$ cat config.mk
export PLATFORM = sky130hd
export DESIGN_NAME = rle8_bitmap_decoder
export DESIGN_NICKNAME = d
export VERILOG_FILES = /design/src/hw/rtl/rle8_pkg.sv /design/src/hw/rtl/rle8_bitmap_decoder.sv /design/src/hw/rtl/rle8_front.sv /design/src/hw/rtl/rle8_fifo.sv
export SDC_FILE = /design/constraint.sdc
export NUM_CORES = 2
export LEC_CHECK = 0
export BUFFER_PORTS_ARGS = -buffer_cell sky130_fd_sc_hd__buf_4
export CAP_MARGIN = 20
export CORE_MARGIN = 3
export CORE_UTILIZATION = 40
export DETAILED_ROUTE_END_ITERATION = 6
export MAX_ROUTING_LAYER = met4
export PLACE_DENSITY = 0.55
export RECOVER_POWER = 50
export SYNTH_ARGS = -nofsm -noshare
export SYNTH_HDL_FRONTEND = slang
export SYNTH_SLANG_ARGS = --single-unit
$ cat constraint.sdc
create_clock -name clk -period 7.5 [get_ports clk]
set_input_delay 0.75 -clock clk [delete_from_list [all_inputs] [get_ports clk]]
set_output_delay 0.75 -clock clk [all_outputs]
set_load 0.05 [all_outputs]
$ cat src/hw/rtl/rle8_pkg.sv
package rle8_pkg;

	// Position arithmetic: the pixel position saturates at 2^PosBits.
	localparam int PosBits = 24;
	localparam int PosW    = PosBits + 1;
	localparam int ByteW   = 8;
	localparam int StartW  = 24;
	localparam int KindW   = 2;
	localparam int CfgW    = 13;
	localparam int CfgIdxW = 1;
	localparam int BoundW  = 2 * CfgW;

	// Widths of the intermediate sums, wide enough never to wrap.
	localparam int SumW   = PosW + 1;
	localparam int CmpW   = (SumW > BoundW) ? SumW : BoundW;
	localparam int ProdW  = ByteW + CfgW;
	localparam int DeltaW = ((PosW > ProdW) ? PosW : ProdW) + 2;

	// Result queue between the parser and the output ports.
	localparam int FifoDepth = 4;
	localparam int FifoPtrW  = $clog2(FifoDepth);
	localparam int FifoCntW  = $clog2(FifoDepth + 1);

	typedef enum logic [KindW-1:0] {
		KindRun      = 2'd0,
		KindDone     = 2'd1,
		KindOverflow = 2'd2
	} kind_t;

	typedef enum logic [CfgIdxW-1:0] {
		CfgWidth  = 1'b0,
		CfgHeight = 1'b1
	} cfg_idx_t;

	typedef struct packed {
		logic             valid;
		cfg_idx_t         index;
		logic [CfgW-1:0]  data;
	} cfg_wr_t;

	typedef struct packed {
		kind_t              kind;
		logic [StartW-1:0]  start_index;
		logic [ByteW-1:0]   run_length;
		logic [ByteW-1:0]   pixel_value;
	} result_t;

endpackage

$ cat src/hw/rtl/rle8_bitmap_decoder.sv
// RLE8 bitmap decoder. Encoded bytes enter through push/full, one per cycle with no
// bubbles while full is low: the parser updates its phase, position and counts in the
// cycle a byte is accepted (one shared add and compare for the bound check, one 8x13
// multiply for the delta row step), and any result is written into a four-entry result
// queue the same cycle, so it shows on the result ports when it is at the queue head. full rises
// only when four results wait unread; otherwise input and output never stall each other.
// The bound width*height is formed when a geometry register is written, so bytes may
// follow a configuration write in the very next cycle. cfg_ready is always high.
module rle8_bitmap_decoder (
	input  logic                           clk,
	input  logic                           arst_n,
	input  logic                           push,
	output logic                           full,
	input  logic [7:0]                     code_byte,
	input  logic                           last_byte,
	output logic                           empty,
	input  logic                           pop,
	output logic [1:0]                     kind,
	output logic [23:0]                    start_index,
	output logic [7:0]                     run_length,
	output logic [7:0]                     pixel_value,
	input  logic                           cfg_valid,
	output logic                           cfg_ready,
	input  logic [rle8_pkg::CfgIdxW-1:0]   cfg_index,
	input  logic [rle8_pkg::CfgW-1:0]      cfg_data
);
	import rle8_pkg::*;

	cfg_wr_t  cfg;
	result_t  front_res;
	result_t  head;
	logic     front_emit;
	logic     acc;

	// Configuration is always taken at once.
	assign cfg_ready = 1'b1;
	assign cfg.valid = cfg_valid;
	assign cfg.index = cfg_idx_t'(cfg_index);
	assign cfg.data  = cfg_data;

	assign acc = push && !full;

	// Parser front end.
	rle8_front u_front (
		.clk       (clk),
		.arst_n    (arst_n),
		.cfg       (cfg),
		.acc       (acc),
		.code_byte (code_byte),
		.last_byte (last_byte),
		.emit      (front_emit),
		.res       (front_res)
	);

	// Result queue feeding the output side.
	rle8_fifo u_fifo (
		.clk    (clk),
		.arst_n (arst_n),
		.wr     (front_emit),
		.wdata  (front_res),
		.full   (full),
		.rd     (pop),
		.empty  (empty),
		.rdata  (head)
	);

	assign kind        = head.kind;
	assign start_index = head.start_index;
	assign run_length  = head.run_length;
	assign pixel_value = head.pixel_value;

endmodule

$ cat src/hw/rtl/rle8_front.sv
module rle8_front (
	input  logic              clk,
	input  logic              arst_n,
	input  rle8_pkg::cfg_wr_t cfg,
	input  logic              acc,
	input  logic [7:0]        code_byte,
	input  logic              last_byte,
	output logic              emit,
	output rle8_pkg::result_t res
);
	import rle8_pkg::*;

	typedef enum logic [2:0] {
		PhCount,
		PhValue,
		PhEscape,
		PhDeltaX,
		PhDeltaY,
		PhLiteral,
		PhPad
	} phase_t;

	localparam logic [ByteW-1:0] EscEol   = 8'd0;
	localparam logic [ByteW-1:0] EscEob   = 8'd1;
	localparam logic [ByteW-1:0] EscDelta = 8'd2;
	localparam logic [PosW-1:0]  PosMax   = {1'b1, {PosBits{1'b0}}};

	phase_t              phase_q, phase_n;
	logic [PosW-1:0]     pos_q, pos_n;
	logic [ByteW-1:0]    pend_q, pend_n;
	logic [ByteW-1:0]    lit_rem_q, lit_rem_n;
	logic                lit_odd_q, lit_odd_n;
	logic [ByteW-1:0]    dcol_q, dcol_n;
	logic [CfgW-1:0]     width_q;
	logic [CfgW-1:0]     height_q;
	logic [BoundW-1:0]   bound_q;

	logic [ByteW-1:0]    addend;
	logic [SumW-1:0]     run_sum;
	logic                run_ovf;
	logic [ProdW-1:0]    prod;
	logic [DeltaW-1:0]   delta_sum;
	logic [PosW-1:0]     run_pos;
	logic [PosW-1:0]     delta_pos;
	logic [PosW-1:0]     inc_pos;
	logic                emit_c;
	logic                rst_c;

	// Shared adder: run count in the value phase, literal count at an escape.
	always_comb begin
		addend    = (phase_q == PhValue) ? pend_q : code_byte;
		run_sum   = SumW'(pos_q) + SumW'(addend);
		run_ovf   = CmpW'(run_sum) > CmpW'(bound_q);
		prod      = ProdW'(code_byte) * ProdW'(width_q);
		delta_sum = DeltaW'(pos_q) + DeltaW'(dcol_q) + DeltaW'(prod);
		run_pos   = (run_sum > SumW'(PosMax)) ? PosMax : PosW'(run_sum);
		delta_pos = (delta_sum > DeltaW'(PosMax)) ? PosMax : PosW'(delta_sum);
		inc_pos   = (pos_q == PosMax) ? PosMax : pos_q + 1'b1;
	end

	// Byte parser: next phase, counters and the result for this beat.
	always_comb begin
		phase_n   = phase_q;
		pos_n     = pos_q;
		pend_n    = pend_q;
		lit_rem_n = lit_rem_q;
		lit_odd_n = lit_odd_q;
		dcol_n    = dcol_q;
		emit_c    = 1'b0;
		rst_c     = 1'b0;
		res       = '{kind: KindRun, start_index: '0, run_length: '0, pixel_value: '0};
		unique case (phase_q)
			PhCount: begin
				if (code_byte != EscEol) begin
					pend_n  = code_byte;
					phase_n = PhValue;
				end else begin
					phase_n = PhEscape;
				end
			end
			PhValue: begin
				emit_c = 1'b1;
				if (run_ovf) begin
					res.kind = KindOverflow;
					rst_c    = 1'b1;
				end else begin
					res.start_index = StartW'(pos_q);
					res.run_length  = pend_q;
					res.pixel_value = code_byte;
					pos_n           = run_pos;
					phase_n         = PhCount;
				end
			end
			PhEscape: begin
				if (code_byte == EscEol) begin
					phase_n = PhCount;
				end else if (code_byte == EscEob) begin
					emit_c   = 1'b1;
					res.kind = KindDone;
					rst_c    = 1'b1;
				end else if (code_byte == EscDelta) begin
					phase_n = PhDeltaX;
				end else if (run_ovf) begin
					emit_c   = 1'b1;
					res.kind = KindOverflow;
					rst_c    = 1'b1;
				end else begin
					lit_rem_n = code_byte;
					lit_odd_n = code_byte[0];
					phase_n   = PhLiteral;
				end
			end
			PhDeltaX: begin
				dcol_n  = code_byte;
				phase_n = PhDeltaY;
			end
			PhDeltaY: begin
				pos_n   = delta_pos;
				phase_n = PhCount;
			end
			PhLiteral: begin
				emit_c          = 1'b1;
				res.start_index = StartW'(pos_q);
				res.run_length  = ByteW'(1);
				res.pixel_value = code_byte;
				pos_n           = inc_pos;
				lit_rem_n       = lit_rem_q - 1'b1;
				if (lit_rem_n == '0) begin
					phase_n = lit_odd_q ? PhPad : PhCount;
				end
			end
			PhPad: begin
				phase_n = PhCount;
			end
			default: begin
				rst_c = 1'b1;
			end
		endcase
		// Done, overflow and the final byte all return the parser to its start.
		if (rst_c || last_byte) begin
			phase_n   = PhCount;
			pos_n     = '0;
			pend_n    = '0;
			lit_rem_n = '0;
			lit_odd_n = 1'b0;
			dcol_n    = '0;
		end
	end

	assign emit = acc && emit_c;

	// Parser state, advanced once per accepted beat.
	always_ff @(posedge clk or negedge arst_n) begin
		if (!arst_n) begin
			phase_q   <= PhCount;
			pos_q     <= '0;
			pend_q    <= '0;
			lit_rem_q <= '0;
			lit_odd_q <= 1'b0;
			dcol_q    <= '0;
		end else if (acc) begin
			phase_q   <= phase_n;
			pos_q     <= pos_n;
			pend_q    <= pend_n;
			lit_rem_q <= lit_rem_n;
			lit_odd_q <= lit_odd_n;
			dcol_q    <= dcol_n;
		end
	end

	// Geometry registers; the pixel bound is formed as each one is written.
	always_ff @(posedge clk or negedge arst_n) begin
		if (!arst_n) begin
			width_q  <= CfgW'(1);
			height_q <= CfgW'(1);
			bound_q  <= BoundW'(1);
		end else if (cfg.valid) begin
			unique case (cfg.index)
				CfgWidth: begin
					width_q <= cfg.data;
					bound_q <= BoundW'(cfg.data) * BoundW'(height_q);
				end
				CfgHeight: begin
					height_q <= cfg.data;
					bound_q  <= BoundW'(width_q) * BoundW'(cfg.data);
				end
				default: begin
					bound_q <= bound_q;
				end
			endcase
		end
	end

	a_restart_after_last: assert property (@(posedge clk) disable iff (!arst_n)
		(acc && last_byte) |=> (phase_q == PhCount && pos_q == '0))
		else $error("parser did not restart after the final byte");

	a_pos_saturates: assert property (@(posedge clk) disable iff (!arst_n)
		pos_q <= PosMax)
		else $error("pixel position passed its saturation limit");

	a_status_fields_zero: assert property (@(posedge clk) disable iff (!arst_n)
		(emit && res.kind != KindRun) |-> (res.start_index == '0 && res.run_length == '0))
		else $error("status result carries run fields");

endmodule

$ cat src/hw/rtl/rle8_fifo.sv
module rle8_fifo (
	input  logic              clk,
	input  logic              arst_n,
	input  logic              wr,
	input  rle8_pkg::result_t wdata,
	output logic              full,
	input  logic              rd,
	output logic              empty,
	output rle8_pkg::result_t rdata
);
	import rle8_pkg::*;

	result_t               mem_q [FifoDepth];
	logic [FifoPtrW-1:0]   wr_ptr_q;
	logic [FifoPtrW-1:0]   rd_ptr_q;
	logic [FifoCntW-1:0]   cnt_q;
	logic                  wr_en;
	logic                  rd_en;

	assign full  = (cnt_q == FifoCntW'(FifoDepth));
	assign empty = (cnt_q == '0);
	assign wr_en = wr && !full;
	assign rd_en = rd && !empty;
	assign rdata = mem_q[rd_ptr_q];

	// Result storage; entries carry no reset.
	always_ff @(posedge clk) begin
		if (wr_en) begin
			mem_q[wr_ptr_q] <= wdata;
		end
	end

	// Pointers and fill count.
	always_ff @(posedge clk or negedge arst_n) begin
		if (!arst_n) begin
			wr_ptr_q <= '0;
			rd_ptr_q <= '0;
			cnt_q    <= '0;
		end else begin
			if (wr_en) begin
				wr_ptr_q <= wr_ptr_q + 1'b1;
			end
			if (rd_en) begin
				rd_ptr_q <= rd_ptr_q + 1'b1;
			end
			if (wr_en && !rd_en) begin
				cnt_q <= cnt_q + 1'b1;
			end else if (rd_en && !wr_en) begin
				cnt_q <= cnt_q - 1'b1;
			end
		end
	end

	a_cnt_bound: assert property (@(posedge clk) disable iff (!arst_n)
		cnt_q <= FifoCntW'(FifoDepth))
		else $error("result queue count beyond its depth");

	a_pop_drains: assert property (@(posedge clk) disable iff (!arst_n)
		(rd_en && !wr_en) |=> cnt_q == $past(cnt_q) - 1'b1)
		else $error("result queue count did not fall on a pop");

endmodule

== Word level (Yosys, flattened, before mapping) ==
Memory sizes are Yosys's and may differ from the RTL's.
Cells that the tools add are included.

* Register bits after elaboration: 112
* Memory bits (writable): 168
* Bits of input ports: 28
* Memories: 1

* $add $sub $neg: 9
* Multiply operators: 3
* Magnitude comparators: 3
* Equality and inequality tests: 22
* Muxes and demuxes: 52
* Bitwise operators: 1
* Reduce and logical (&&, ||, !) cells: 35

{| class="wikitable"
|+ Memory list
! name !! depth !! width !! rd ports !! clocked after memory_dff !! wr ports !! line !! source
|-
| u_fifo.mem_q || 4 || 42 || 1 || 0 || 1 || rle8_fifo.sv:13 || <nowiki>result_t mem_q [FifoDepth];</nowiki>
|}

{| class="wikitable"
|+ Operators by type and width
! cell !! number
|-
| 25-bit two-way mux || 5
|-
| 8-bit two-way mux || 11
|-
| 40-bit case mux with 2 select lines || 1
|-
| 25-bit case mux with 3 select lines || 1
|-
| 25-bit by 8-bit adder with 26-bit output || 2
|-
| 13-bit by 13-bit multiplier with 26-bit output || 2
|-
| 26-bit case mux with 2 select lines || 1
|-
| 40-bit two-way mux || 1
|-
| 3-bit two-way mux || 10
|-
| 27-bit by 21-bit adder with 27-bit output || 1
|-
| 27-bit by 25-bit > comparator with 1-bit output, second input constant || 1
|-
| 26-bit by 25-bit > comparator with 1-bit output, second input constant || 1
|-
| 26-bit > comparator || 1
|-
| 25-bit by 1-bit adder with 25-bit output, second input constant || 1
|-
| 25-bit == test, second input constant || 1
|-
| 8-bit by 13-bit multiplier with 21-bit output || 1
|-
| 3-bit case mux with 6 select lines || 1
|-
| 6-bit AND reduction || 3
|-
| 8-bit zero test || 2
|-
| 8-bit case mux with 2 select lines || 1
|-
| 3-bit != test, second input constant || 5
|-
| 3-bit == test, second input constant || 4
|-
| 1-bit two-way mux || 12
|-
| 2-bit two-way mux || 5
|-
| 29 further kinds || 51
|}

== Logic depth before layout (Yosys ltp) ==
* Depth after elaboration: 15
* Depth in mapped cells: 28
* Gate-level depth less buffers: 26

== By module ==
Synthesis repeated with hierarchy kept, for this count alone.

* Cell total of the unflattened synthesis: 2912
* Area, all modules: 29702.2 um^2

{| class="wikitable"
|+ Modules (own cells, without submodules)
! module !! times used !! cells each !! area an instance (um^2)
|-
| rle8_front || 1 || 2653 || 23129.7
|-
| rle8_fifo || 1 || 256 || 6547.5
|-
| rle8_bitmap_decoder || 1 || 3 || 25.0
|}

== Worst setup path before layout ==
Ideal clock, no wire load.

* Path kind: reg2reg
* Start: reg u_front.pos_q[0]
* End: reg u_front.pos_q[12]
* Setup time: 0.131 ns
* Arrival time: 6.690 ns
* Path slack: 0.678 ns
* Cell stages (with the launch flop): 29
* Clock period less this slack: 6.822 ns
* Cells stage by stage: dfrtp_1 > ha_1 > inv_1 > fa_1 > nor2b_1 > o21a_1 > o21a_1 > o21ai_0 > a21o_1 > nor2_1 > xnor2_1 > fa_1 > fa_1 > fa_1 > fa_1 > inv_1 > ha_1 > clkbuf_1 > a211o_1 > a2111oi_0 > or2_2 > nor3_1 > o31a_1 > o211ai_1 > a2111oi_4 > or2_1 > buf_6 > a222oi_1 > o21ai_1

* Cells in the longest elaborated chain, start to end: 10
* Elaborated cells between the ends (all ways): 23
* Those cells by class: add/sub: 4; order compare: 3; eq/ne: 2; mux: 11; reduce/logical: 3

{| class="wikitable"
|+ RTL lines
! what !! line !! source
|-
| start, declared || rle8_front.sv:29 || <nowiki>logic [PosW-1:0] pos_q, pos_n;</nowiki>
|-
| start signal, assigned || rle8_front.sv:163 || <nowiki>pos_q <= pos_n;</nowiki>
|-
| branches (longest 10 deep; another with 27-bit by 21-bit adder with 27-bit output) || -- ||
|}

Parallel ways; which one is timed is not known. The select of a mux whose other input is x is not followed.
A chain may end at the register's enable or synchronous reset.

== Worst setup path in the final report ==
* Start: reg u_front.dcol_q[0]
* End: reg u_front.pos_q[5]

* Cells in the longest elaborated chain, start to end: 6

{| class="wikitable"
|+ RTL lines
! what !! line !! source
|-
| start, declared || rle8_front.sv:33 || <nowiki>logic [ByteW-1:0] dcol_q, dcol_n;</nowiki>
|-
| start signal, assigned || rle8_front.sv:167 || <nowiki>dcol_q <= dcol_n;</nowiki>
|-
| 25-bit by 8-bit adder with 26-bit output * || rle8_front.sv:55 || <nowiki>delta_sum = DeltaW'(pos_q) + DeltaW'(dcol_q) + DeltaW'(prod);</nowiki>
|-
| 27-bit by 21-bit adder with 27-bit output * || rle8_front.sv:55 ||
|-
| 27-bit by 25-bit > comparator with 1-bit output || rle8_front.sv:57 || <nowiki>delta_pos = (delta_sum > DeltaW'(PosMax)) ? PosMax : PosW'(delta_sum);</nowiki>
|-
| 25-bit two-way mux * || rle8_front.sv:57 ||
|-
| 25-bit case mux with 3 select lines * || rle8_front.sv:72 || <nowiki>unique case (phase_q)</nowiki>
|-
| 25-bit two-way mux * || rle8_front.sv:140 || <nowiki>if (rst_c || last_byte) begin</nowiki>
|}

Mark *: on every way between the ends. The rest lies on a longest branch, timed or not.

==> impl_metrics.env <==
export IMPL_finalClockSkew_ns=0.02285
export IMPL_tns_ns=0
export IMPL_p_leak_nw=14.76
export IMPL_numCtsBuffers=35
export IMPL_power_mw=15.37
export IMPL_fin_cells=4010
export IMPL_wl_per_cell_um=20.73
export IMPL_dp_cells=3944
export IMPL_place_congestion=0.9297
export IMPL_synthToLayoutAreaGrowth_pct=8.922
export IMPL_cts_root_buffer="clkbuf_16"
export IMPL_start_util_pct=40.51
export IMPL_synth_top_area_share_pct=22.27
export IMPL_synth_warnings=0
export IMPL_grt_pass1_wl_um=133200
export IMPL_endpoint_kind="flop"
export IMPL_path_max_fanout=9
export IMPL_track_usage_pct=22.48
export IMPL_ioPinCount=73
export IMPL_num_rows=99
export IMPL_setup_viol=0
export IMPL_drt_iter0_drc=1515
export IMPL_path_clk_slew_ns=0.06
export IMPL_required_ns=7.98
export IMPL_tritoncts="done"
export IMPL_ys_seq_area_share_pct=26.47
export IMPL_synth_cells=3018
export IMPL_synth_seq_cells=280
export IMPL_htree_levels=2
export IMPL_layout_worst_path_cycle_share_pct=96.09
export IMPL_comb_power_share_pct=74.9
export IMPL_hold_viol=0
export IMPL_sw_frac_of_total_pct=51.39
export IMPL_reg2reg_slack_ns=0.29
export IMPL_start_kind="flop"
export IMPL_synth_distinct_cells=92
export IMPL_netlist_area_um2=29660
export IMPL_syn_area_per_cell_um2=9.827
export IMPL_core_um2=73210
export IMPL_die_y_um=278.3
export IMPL_synth_edf_count=168
export IMPL_ys_top_cells_by_count="nand2_1 (418), inv_1 (411), fa_1 (330)"
export IMPL_max_freq_mhz=138.8
export IMPL_ctsHoldBuffers=0
export IMPL_drt_pass1_iterations=7
export IMPL_peakVddDrop_v=0.0004366
export IMPL_syn_nets=3615
export IMPL_ys_async_sr_fraction_pct=40.00
export IMPL_vias_per_cell=5.517
export IMPL_routed_wl_um=83110
export IMPL_max_cap_violations=4
export IMPL_cts_max_path_buffers=3
export IMPL_status="finished, violations left"
export IMPL_drcViolationCount=5
export IMPL_powerDensity_nw_per_um2=475.9
export IMPL_violations="DRC, capacitance limit, slew limit"
export IMPL_relSlewSlack_pct=-146.7
export IMPL_grt_pass1_vias=23581
export IMPL_critPathKind="flop to flop"
export IMPL_p_int_mw=7.473
export IMPL_slew_violations=211
export IMPL_synthFlopType="edfxtp_1"
export IMPL_fp_dieArea_um2=77450
export IMPL_synth_most_common_cell="nand2_1"
export IMPL_ant_nets=0
export IMPL_worst_pin_slew_ns=3.700
export IMPL_clkPwrFrac_pct=11.1
export IMPL_numPortBuffers=71
export IMPL_hpwl_um=61900
export IMPL_hold_path_depth=2
export IMPL_antenna_found_initial=4
export IMPL_fin_crit_ns=7.207
export IMPL_clock_sinks=280
export IMPL_nNetsFinal=3622
export IMPL_hold_path_class="flop to flop"
export IMPL_die_w_um=278.3
export IMPL_final_layout_size_suffix_gt1_share_pct=8.295
export IMPL_synth_top_area_cell="fa_1"
export IMPL_seqPwrFrac_pct=14.1
export IMPL_p_switching_mw=7.900
export IMPL_worstPathArrival_ns=7.69
export IMPL_clock_latency_ns=0.56
export IMPL_synthTopCellsByArea="fa_1 (22%), edfxtp_1 (17%), ha_1 (10%)"
export IMPL_vias=22123
export IMPL_r2r_cells=26
export IMPL_grt_overflow_total=0
export IMPL_grt_start_max_net_pins=62
-- power by group through the flow --
stage          registers [mW]  logic, mW  clock network (mW)
2_1_floorplan            2.08       8.51                   0
3_3_place_gp             2.18       11.4                   0
3_5_place_dp             2.19       11.5                   0
4_1_cts                  2.16       11.6                1.75
5_1_grt                  2.19       12.9                1.81
6_report                 2.16       11.5                1.70
-- layer usage --
metal / global-route usage, % / wire length (um)
met3: 2.886 / 4357
met2: 38.34 / 40940
met1: 28.29 / 35630
met4: 6.105 / 2182
met5: - / 0
-- cell families (layout without fill, tap and decap cells) --
group / after synthesis / after routing / synth area share (%)
and+or+nand+nor: 962 / 962 / 15.82
buffers and inverters: 582 / 614 / 7.476
adders and majority gates: 569 / 569 / 32.36
AOI/OAI and AO/OA: 434 / 434 / 10.05
DFF: 280 / 280 / 26.47
xor gates and xnor gates: 113 / 113 / 3.337
muxes: 77 / 77 / 4.472
other: 1 / 2 / 0.01264
-- placed cells by master, fill, tap and decap left out, types with 24 or more instances in the layout --
cell	netlist	final
xor2_1	47	47
a21oi_1	108	108
mux2_2	24	24
nand2_1	418	418
o21ai_0	73	73
nor2_1	131	131
and2_1	201	187
edfxtp_1	168	168
xnor2_1	66	65
clkbuf_16	0	36
inv_1	411	411
a21o_1	56	55
dfrtp_1	109	107
buf_4	1	84
fa_1	330	330
ha_1	239	239
clkbuf_1	151	56
nor3_1	37	37
mux4_2	42	42
-- through the flow --
stage / instance area (um^2) / util, % / worst slack (ns) / hold slack [ns]
global placement: 31280 / 42.73 / 0.05741 / 0.4660
CTS: 32420 / 44.29 / 0.03689 / 0.3186
global route: 32300 / 44.13 / -0.01956 / 0.5142
finish: 32300 / 44.13 / 0.2932 / 0.4937
detailed placement: 31280 / 42.73 / 0.008654 / 0.4841
floorplan: 29660 / - / 0.6783 / 0.4485
-- layout make-up --
class	count	area, um^2
timing repair buffer	141	912.1
multi-input combinational	2156	19650
clock buffer	44	960.9
inverter	411	1543
fill	7027	40900
antenna	1	2.502
tap	959	1200
clock inverter	18	182.7
sequential	280	7854
-- registers in the layout, indices dropped and copies added (netlist names) --
name               cells
u_front.pend_q         8
u_front.height_q      13
u_front.lit_rem_q      8
u_fifo.mem_q         168
u_front.phase_q        3
u_front.width_q       13
u_front.pos_q         25
u_front.lit_odd_q      1
u_fifo.wr_ptr_q        2
u_front.dcol_q         8
u_fifo.cnt_q           3
u_fifo.rd_ptr_q        2
u_front.bound_q       26
-- final timing paths --
| path | from | endpoint |
|---|---|---|
| min in group asynchronous | arst_n | u_front.pend_q[0] |
| max in group asynchronous | arst_n | u_front.width_q[11] |
| min reg2reg | u_front.lit_rem_q[1] | u_front.lit_rem_q[1] |
| max | u_front.dcol_q[0] | u_front.pos_q[5] |
| min | u_front.lit_rem_q[1] | u_front.lit_rem_q[1] |
| max reg2reg | u_front.dcol_q[0] | u_front.pos_q[5] |
-- what timing repair did --
item,CTS,global route
buffers inserted,0,2
hold endpoints to repair,0,0
endpoints found under the setup margin,2,17
pin swaps,0,2
gates resized for setup,1,13
-- worst max-delay path, cell delays in order (launching register included) --
cell       delay (ns)
dfrtp_1          0.35
ha_1             0.21
inv_1            0.07
fa_1             0.40
nor2b_1          0.13
o21a_1           0.14
o21a_1           0.15
o21ai_0          0.12
buf_4            0.16
a21bo_2          0.21
fa_1             0.56
fa_1             0.45
fa_1             0.51
fa_1             0.49
inv_1            0.04
ha_1             0.34
o21ai_0          0.40
o21bai_1         0.16
a41o_2           0.39
a21o_1           0.23
a311oi_2         0.31
o211ai_1         0.19
a2111oi_4        0.44
or2_4            0.26
buf_4            0.17
nand2_1          0.08
a31oi_1          0.18
Note: power is estimated with default switching activity, not from simulation.
